File: src/sps_pkg.sv
// shared types and constants of the segmented prime sieve counter
`default_nettype none
package sps_pkg;

  localparam int N_W    = 24;
  localparam int IDX_W  = 10;
  localparam int TOT_W  = 11;
  localparam int CNT_W  = 21;
  localparam int ROOT_W = 13;
  localparam int SQ_W   = 25;
  localparam int DVD_W  = 25;
  localparam int DVS_W  = 13;

  localparam int BASE_DEPTH_DEF    = 4096;
  localparam int SEGMENT_DEPTH_DEF = 65536;

  localparam logic [ROOT_W-1:0] FIRST_ODD = ROOT_W'(3);

  typedef struct packed {
    logic [N_W-1:0]   upper_limit;
    logic [IDX_W-1:0] segment_index;
    logic [TOT_W-1:0] segment_total;
  } in_item_t;

  typedef struct packed {
    logic [CNT_W-1:0] odd_prime_count;
    logic             job_error;
  } out_item_t;

  typedef struct packed {
    logic             start;
    logic [DVD_W-1:0] dividend;
    logic [DVS_W-1:0] divisor;
  } div_req_t;

  typedef struct packed {
    logic             done;
    logic [DVD_W-1:0] quo;
    logic [DVS_W-1:0] rem;
  } div_rsp_t;

endpackage
`default_nettype wire

File: src/sps_divider.sv
// iterative restoring divider, one quotient bit per cycle
`default_nettype none
module sps_divider import sps_pkg::*; (
  input  wire logic     clk_i,
  input  wire logic     rst_ni,
  input  wire div_req_t req_i,
  output div_rsp_t      rsp_o
);

  localparam int CW = $clog2(DVD_W + 1);

  logic             busy_q;
  logic             done_q;
  logic [CW-1:0]    cnt_q;
  logic [DVD_W-1:0] acc_q;
  logic [DVS_W-1:0] rem_q;
  logic [DVS_W-1:0] dvs_q;
  logic [DVS_W:0]   shifted;
  logic             fits;

  assign shifted = {rem_q, acc_q[DVD_W-1]};
  assign fits    = shifted >= {1'b0, dvs_q};

  always_ff @(posedge clk_i or negedge rst_ni) begin
    if (!rst_ni) begin
      busy_q <= 1'b0;
      done_q <= 1'b0;
      cnt_q  <= '0;
    end else begin
      done_q <= 1'b0;
      if (req_i.start) begin
        busy_q <= 1'b1;
        cnt_q  <= CW'(DVD_W);
      end else if (busy_q) begin
        cnt_q <= cnt_q - CW'(1);
        if (cnt_q == CW'(1)) begin
          busy_q <= 1'b0;
          done_q <= 1'b1;
        end
      end
    end
  end

  always_ff @(posedge clk_i) begin
    if (req_i.start) begin
      acc_q <= req_i.dividend;
      rem_q <= '0;
      dvs_q <= req_i.divisor;
    end else if (busy_q) begin
      acc_q <= {acc_q[DVD_W-2:0], fits};
      rem_q <= fits ? DVS_W'(shifted - {1'b0, dvs_q}) : shifted[DVS_W-1:0];
    end
  end

  assign rsp_o.done = done_q;
  assign rsp_o.quo  = acc_q;
  assign rsp_o.rem  = rem_q;

endmodule
`default_nettype wire

File: config.mk
export PLATFORM = sky130hd
export DESIGN_NAME = sps_divider
export DESIGN_NICKNAME = d
export VERILOG_FILES = /design/src/sps_pkg.sv /design/src/sps_divider.sv
export SDC_FILE = /design/constraint.sdc
export NUM_CORES = 1
export LEC_CHECK = 0
export BUFFER_PORTS_ARGS = -buffer_cell sky130_fd_sc_hd__buf_2
export CAP_MARGIN = 20
export CORE_AREA = 2 2 125 91
export DETAILED_ROUTE_END_ITERATION = 8
export DIE_AREA = 0 0 127 93
export GPL_TIMING_DRIVEN = 0
export MAX_ROUTING_LAYER = met4
export PLACE_DENSITY = 0.61
export SLEW_MARGIN = 10
export SYNTH_ARGS = -nofsm -noshare
export SYNTH_HDL_FRONTEND = slang
export SYNTH_SLANG_ARGS = --single-unit
File: constraint.sdc
create_clock -name clk_i -period 3 [get_ports clk_i]
set_clock_uncertainty 0.05 [all_clocks]
set_input_delay 0.6 -clock clk_i [delete_from_list [all_inputs] [get_ports clk_i]]
set_output_delay 0.6 -clock clk_i [all_outputs]
set_load 0.01 [all_outputs]
* Yosys cells after proc, flatten, opt, wreduce, memory -nomap -nowiden
Cells that the tools add are included.
** Storage, ports and cells
- Logic and storage cells :: 22
- Output and inout port bits :: 39
- Input bits :: 41
- Bits in registers :: 58
** Cells by class
- Order comparisons :: 1
- Equality and inequality tests :: 1
- Add/subtract/negate cells :: 2
- Muxes and demuxes :: 11
- Reductions and logical operators :: 1
** Operator list (number)
- 25-bit 2-to-1 mux :: 2
- 14-bit by 13-bit >= comparator with 1-bit output :: 1
- 13-bit 2-to-1 mux :: 1
- 13-bit subtractor :: 1
- 5-bit 2-to-1 mux :: 2
- 1-bit 2-to-1 mux :: 6
- 5-bit by 1-bit equality test with 1-bit output (second input constant) :: 1
- 5-bit by 1-bit subtractor with 5-bit output (second input constant) :: 1
- 2-bit nonzero test :: 1

* Longest topological paths before layout
Gate-level depths: netlist (run 1).
- Word-level depth :: 4
- Depth in mapped cells :: 11
- Mapped depth without buffers :: 10

* Least setup slack after synthesis (run 1)
Ideal clock, no wire load.
- Path type :: register -> register
- Start :: reg acc_q[24]
- End :: reg rem_q[8]
- Cell stages (with the launch flop) :: 12
- Arrival :: 2.393 ns
- Setup time :: 0.088 ns
- Slack :: 0.469 ns
- Path buffers :: 1
- Period minus slack after synthesis :: 2.531 ns
- Cell sequence :: edfxtp_1 -> inv_1 -> ha_1 -> inv_1 -> fa_1 -> a211oi_1 -> o21ai_1 -> a21oi_2 -> a21o_1 -> buf_2 -> nand3_1 -> a311oi_2
** Between the ends
- Word-level cells in the longest chain between the ends :: 2
- Elaborated cells on any way between the ends :: 3
- Those cells by class :: add/sub (1); order compare (1); mux (1)
** Ends and longest elaborated chain
- start, declared :: RTL line sps_divider.sv:15 : logic [DVD_W-1:0] acc_q;
- start signal, assigned :: RTL line sps_divider.sv:46 : acc_q <= req_i.dividend;
- start signal, assigned :: RTL line sps_divider.sv:50 : acc_q <= {acc_q[DVD_W-2:0], fits};
- 13-bit subtractor or 14-bit by 13-bit >= comparator with 1-bit output (tied branches) :: RTL line sps_divider.sv:51, sps_divider.sv:22
- 13-bit 2-to-1 mux (*) :: RTL line sps_divider.sv:51 : rem_q <= fits ? DVS_W'(shifted - {1'b0, dvs_q}) : shifted[DVS_W-1:0];
- end signal, assigned :: RTL line sps_divider.sv:51
- end, declared :: RTL line sps_divider.sv:16 : logic [DVS_W-1:0] rem_q;
Every way passes the cells marked *; elsewhere a longest branch is shown, timed or not.
A chain may end at the register's enable or synchronous reset.

* Worst setup path after layout (run 1)
- Start :: reg acc_q[24]
- End :: reg rem_q[6]
Same word-level chain as after synthesis.

==> impl_results.md, run 1 <==
* Hpwl dp at about 5600 um
* Reg2reg setup slack at about 0.21 ns
* Crit path max-delay family: compound AO/OA/AOI/OAI gates
* Worst Path Buf+Inv at 3
* CP startpoint: acc_q[24]
* Max-Cap Viols at 0
* Slew @ Worst Pin at around 0.57 ns
* R2R Path Start: acc_q[24]
* DRC at 0
* Crit path to: rem_q[6]
* Slew HR at 0.6195
* Ys Warns at 0
* I/O Buffers at 79
* Slew Limit Fails at 0
* Minimum clock period at about 2.8 ns
* Share of the synthesized area in the top cell type at 0.3670
* Most frequent CP cell: inv_1
* PnR worst setup slack at between 0.2 and 0.25 ns
* Largest net degree at the start of global routing at 26
* Via density at 4.842
* CP Launch Type: flip-flop
* Fmax achieved at ~0.36 GHz
* CTS Buf Count at 9
* Post-synth EDFFs at 38
* Worst Path Arrival at between 2 and 3 ns
* Fin crit share at 0.9290
* Layout Cells excl Fill at 506
* DRT Pass-1 Iters at 4
* Pleak at approximately 1.8 nW
* Main area contributors after synthesis: edfxtp_1, mux2_2, dfxtp_1, ha_1, dfrtp_1
* Pre-CTS setup slack at between 0.15 and 0.2 ns
* Via Count at approximately 2500
* Worst reg-to-reg path cell count at 11
* Worst path depth at 11
* All-Layer GR Usage at 0.1326
* CTS tree: built
* Distinct cells, synth at between 50 and 60
* Peak supply drop at 0.3657 mV
* Die ar. at about 12000 um^2
* I/O Pins at 80
* Antenna-violating nets left at 0
* Synthesized area at just over 3000 um^2
* Die Wd at about 130 um
* Core box area at 10650 um^2
* GRT Residual Overflow at 0
* H-tree depth reported by CTS at 3
* CP cell instances: inv_1 -> ha_1 -> inv_1 -> fa_1 -> a211oi_1 -> o21ai_1 -> a21oi_2 -> a21o_1 -> buf_2 -> nand3_1 -> a311oi_1
* Net count, final at 422
* Run status: complete, no violations
* Placed insts at 487
* Post-synthesis sequential element count at slightly below 60
* WHS at roughly 0.054 ns
* Routed length per instance at 14.63 um
* Ys async rst share at 0.1207
* Seq/Total Area, Yosys at 0.5070
* Vias in the first global route at approximately 2300
* Routed wire length at roughly 7400 um
* Worst-path maximum fanout at 10
* Largest area contributor in the netlist: edfxtp_1
* CTS root buf: clkbuf_16
* Critical path endpoint category: flip-flop
* Starting Density at 0.2919
* Mean post-synth cell area at ~11 um^2
* Post-CTS Resized at 0
* R2r endpoint: rem_q[6]
* Clk sink count at slightly below 60
* Total Power at ~3.4 mW
* Layout cells sized above 1 at 0.3757
* Post-Syn Instances at between 200 and 300
* Area growth, synth to finish at 28.33%
* Total negative setup slack at 0 ns
* Final count of hold timing violations at 0
* Synth Flop Type: edfxtp_1
* Crit Path Class: reg2reg
* CP max stage delay at between 0.4 and 0.5 ns
* Iteration-0 DRC Markers at between 100 and 150
* Endpoints failing setup at 0
* Initial antenna violation count at 0
* Worst min path class: in2async
* Critical Path RT at ~3.2 ns
* RePlAce Congestion at ~0.83
* # rows at 32
* Max stage delay cell, worst path: edfxtp_1
* First-pass GRT wire length at ~12000 um
* Most common cell after layout, fill and taps aside: buf_2
* RSZ-0062 raised after global routing: no
* Die H at just over 90 um
* Most frequent cells in the layout: buf_2, edfxtp_1, mux2_2
* Clock Path Buffers at 2
* Worst skew pair latency at between 0.3 and 0.4 ns
* N_diodes at 0
* PwrDens at 849.7 nW/um^2
* Syn nets at approximately 330
* CTS clk-pin slew, worst paths at around 0.050 ns
timing repair:
item	in CTS	in global routing
hold buffers	0	0
endpoints found under the setup margin	0	7
setup buffers	0	2
power breakdown:
part | switching, mW | internal (mW) | leakage (nW)
Sequential | 0.142 | 1.01 | 0.578
Combinational | 0.686 | 0.587 | 1.04
Clock | 0.342 | 0.629 | 0.142
layer usage:
layer / up-vias / GRT usage / routed length, um
met1: 1173 / 0.1741 / 3513
li1: 1207 / - / -
met2: 60 / 0.1967 / 3446
met3: 10 / 0.03604 / 303
met5: - / - / 0
met4: 0 / 0.05128 / 141
cells in the mapped netlist, types with 7 or more instances:
library cell,n
xnor2_1,9
a311oi_1,9
dfxtp_1,13
nand2_1,14
nor2_1,17
mux2_2,26
edfxtp_1,38
ha_1,15
o21ai_1,11
nand3_1,14
a21oi_1,9
inv_1,19
dfrtp_1,7
registers in the layout (all words and copies together) (netlist names):
register / flops
acc_q: 25
busy_q: 1
cnt_q: 5
done_q: 1
dvs_q: 13
rem_q: 13
area by class of cell:
type,instances,area [um^2]
fillers,1074,6660
flip-flops and latches,58,1577
multi-input cells,182,1399
repair buffers,82,425.4
clock buffers,14,275.3
well taps,136,170.2
inverters,20,75.07
plain buffers,12,58.81
clock inverters,2,10.01
worst reg2reg max path: cells and delay by family, from the launching register on:
kind	cells	cell delay (ns)
compound gates	5	1.16
fa+ha+maj	2	0.59
flops	1	0.43
buf+inv	3	0.37
simple gates	1	0.10
cell families (layout without fill, tap and decap cells):
kind of cell / Yosys count / count (layout) / share of synthesized area
DFF: 58 / 58 / 0.5070
and+or+nand+nor: 67 / 67 / 0.1087
xor gates and xnor gates: 12 / 12 / 0.03381
adders and majority gates: 16 / 16 / 0.06680
muxes: 27 / 27 / 0.09738
buffers and inverters: 32 / 130 / 0.04306
AOI/OAI and AO/OA: 60 / 60 / 0.1433
how the worst min path moves through the flow:
stage,to,from,cells after the start,slack (ns)
after floorplan,busy_q,rst_ni,0,0.25
after global placement,done_q,rst_ni,1,0.39
after detailed placement,cnt_q[2],rst_ni,1,0.39
after CTS,cnt_q[0],rst_ni,1,0.05
after global routing,cnt_q[2],rst_ni,1,0.05
final,cnt_q[4],rst_ni,1,0.05
metrics by stage:
| step | area (um^2) | utilization |
|---|---|---|
| finish | 3990 | 0.3746 |
| global route | 3990 | 0.3746 |
| CTS | 3960 | 0.3718 |
| detailed placement | 3675 | 0.3450 |
| global placement | 3675 | 0.3450 |
| floorplan | 3109 | - |
(Power assumes the default switching activity.)
==> inputs of run 2 (changes only) <==
--- a/config.mk
+++ b/config.mk
@@ -13,7 +13,7 @@
 export GPL_TIMING_DRIVEN = 0
 export MAX_ROUTING_LAYER = met4
 export PLACE_DENSITY = 0.61
-export SLEW_MARGIN = 10
+export SLEW_MARGIN = 20
 export SYNTH_ARGS = -nofsm -noshare
 export SYNTH_HDL_FRONTEND = slang
 export SYNTH_SLANG_ARGS = --single-unit
==> constraint.sdc (replaced) <==
create_clock -name clk_i -period 3.43 [get_ports clk_i]
set_clock_uncertainty 0.05 [all_clocks]
set_input_delay 0.686 -clock clk_i [delete_from_list [all_inputs] [get_ports clk_i]]
set_output_delay 0.686 -clock clk_i [all_outputs]
set_load 0.01 [all_outputs]
==> run 2 against run 1 <==
Effect of this change: sequential share of layout area rose by 0.27 points; global-route usage stayed put; highest routed layer unchanged; critical path depth unchanged; die area unchanged; cell count fell by 0.59%; flip-flop and latch count unchanged; core utilization decreased by 0.26 points.
==> impl_results.md, run 2 (synthesized netlist as in run 1, its figures left out) <==
* Run status: complete, no violations
* CTS root buf: clkbuf_16
* Top reg by flops: acc_q
* Reg2reg setup slack at 0.51 ns (+0.30 ns)
* Worst-path maximum fanout at 10 (unchanged)
* Worst reg-to-reg path cell count at 11 (unchanged)
* Peak supply drop at 0.3192 mV (-13%)
* Routed length per instance at 14.80 um (+1.2%)
* Final count of hold timing violations at 0 (unchanged)
* Largest net degree at the start of global routing at 26 (unchanged)
* Slew @ Worst Pin at 0.6207 ns (+0.04999 ns)
* Die H at 93 um (unchanged)
* N_diodes at 0 (unchanged)
* R2R Path Start: acc_q[24]
* CTS clk-pin slew, worst paths at 0.05 ns (about the same)
* Fmax achieved at 0.3427 GHz (-4.5%)
* Largest register FFs at 25 (unchanged)
* Layout cells sized above 1 at 0.3733 (-0.002379)
* Total negative setup slack at 0 ns (unchanged)
* Most frequent cells in the layout: buf_2, edfxtp_1, mux2_2
* Hpwl dp at 5571 um (unchanged)
* Fin crit share at 0.8507 (-0.07825)
* Net count, final at 419 (-0.71%)
* Max-Cap Viols at 0 (unchanged)
* CP max stage delay at 0.43 ns (about the same)
* Worst skew pair latency at 0.32 ns (about the same)
* CP startpoint: acc_q[24]
* Die ar. at 11810 um^2 (unchanged)
* Starting Density at 0.2919 (unchanged)
* All-Layer GR Usage at 0.1326 (unchanged)
* Endpoints failing setup at 0 (unchanged)
* Via density at 4.841 (about the same)
* RSZ-0062 raised after global routing: no
* Worst min path class: in2async
* First-pass GRT wire length at 11760 um (unchanged)
* Pleak at 1.749 nW (-0.87%)
* Registers with the most flip-flops: acc_q x25, dvs_q x13, rem_q x13
* GRT Residual Overflow at 0 (unchanged)
* Critical path endpoint category: flip-flop
* Area growth, synth to finish at 27.44%
* CP Launch Type: flip-flop
* Clock Path Buffers at 2 (unchanged)
* Crit Path Class: reg2reg
* PwrDens at 744.0 nW/um^2 (-12%)
* Antenna-violating nets left at 0 (unchanged)
* Iteration-0 DRC Markers at 130 (-11%)
* Worst path depth at 11 (unchanged)
* Slew Limit Fails at 0 (unchanged)
* Routed wire length at 7445 um (+0.55%)
* Vias in the first global route at 2346 (unchanged)
* Filler Cell Count at 1076 (+0.19%)
* Worst Path Arrival at 3.09 ns (+0.13 ns)
* CTS tree: built
* Post-CTS Resized at 0 (unchanged)
* Initial antenna violation count at 0 (unchanged)
* CTS Buf Count at 9 (unchanged)
* Die Wd at 127 um (unchanged)
* # rows at 32 (unchanged)
* Core box area at 10650 um^2 (unchanged)
* Crit path to: rem_q[6]
* Layout Cells excl Fill at 503 (-0.59%)
* Minimum clock period at 2.918 ns (+0.1310 ns)
* Via Count at 2435 (-0.61%)
* I/O Buffers at 79 (unchanged)
* Hold Buf Count CTS at 0 (unchanged)
* Clk sink count at 58 (unchanged)
* H-tree depth reported by CTS at 3 (unchanged)
* Total Power at 2.948 mW (-13%)
* Most frequent CP cell: inv_1
* I/O Pins at 80 (unchanged)
* Most common cell after layout, fill and taps aside: buf_2
* Slew HR at 0.5847 (-0.03479)
* RePlAce Congestion at 0.8272 (unchanged)
* DRT Pass-1 Iters at 5 (+1)
* CP cell instances: inv_1 -> ha_1 -> inv_1 -> fa_1 -> a211oi_1 -> o21ai_1 -> a21oi_2 -> a21o_1 -> buf_2 -> nand3_1 -> a311oi_1
* Setup bufs post-CTS at 0 (unchanged)
* Worst Path Buf+Inv at 3 (unchanged)
* Placed insts at 487 (unchanged)
* DRC at 0 (unchanged)
* Critical Path RT at 3.60 ns (+0.43 ns)
* Max stage delay cell, worst path: edfxtp_1
* Crit path max-delay family: compound AO/OA/AOI/OAI gates
* R2r endpoint: rem_q[6]
run 2: changes by cell type in the layout (fill, tap and decap cells not counted):
| cell | delta |
|---|---|
| nand2_1 | -1 |
| buf_4 | -2 |
| buf_8 | -1 |
| nand2_2 | +1 |
run 2: how the worst min path moves through the flow:
stage / start / endpoint / slack, ns / depth (start not counted)
6_report: rst_ni / cnt_q[4] / 0.14 / 1
5_1_grt: rst_ni / cnt_q[2] / 0.13 / 1
4_1_cts: rst_ni / cnt_q[0] / 0.13 / 1
3_5_place_dp: cnt_q[4] / cnt_q[4] / 0.46 / 2
3_3_place_gp: cnt_q[4] / cnt_q[4] / 0.45 / 2
2_1_floorplan: rst_ni / busy_q / 0.34 / 0
run 2: worst reg2reg max path, cell delays in order, from the launching register on:
cell,delay (ns)
edfxtp_1,0.43
inv_1,0.09
ha_1,0.18
inv_1,0.06
fa_1,0.43
a211oi_1,0.30
o21ai_1,0.16
a21oi_2,0.28
a21o_1,0.22
buf_2,0.23
nand3_1,0.10
a311oi_1,0.30
run 2: final cells by class:
class	instances	area, um^2	area share
buffer	12	58.81	0.01484
clock buffer	14	275.3	0.06947
clock inverter	2	10.01	0.002526
inverter	20	75.07	0.01895
multi-input combinational	182	1401	0.3536
sequential	58	1577	0.3979
tap	136	170.2	0.04294
timing repair buffer	79	395.4	0.09978
run 2: metrics by stage:
step                      setup WS, ns  hold slack (ns)    util  cell area (um^2)
after floorplan                 0.8988           0.3404       -              3109
after global placement          0.6588           0.4520  0.3450              3675
after detailed placement        0.5925           0.4587  0.3450              3675
after CTS                       0.5307           0.1322  0.3718              3960
after global routing            0.3882           0.1343  0.3721              3963
final                           0.5120           0.1422  0.3721              3963
run 2: report_power, final:
part           switching (mW)  internal (mW)  total [mW]
combinational           0.599          0.500        1.10
sequential              0.125          0.879        1.00
clock                   0.296          0.550       0.845
total                    1.02           1.93        2.95
run 2: per-layer routing:
layer,routed length [um],up-vias,GRT usage
met5,0,-,-
met2,3431,52,0.1967
met1,3580,1177,0.1741
met3,297,10,0.03604
li1,-,1196,-
met4,135,0,0.05128
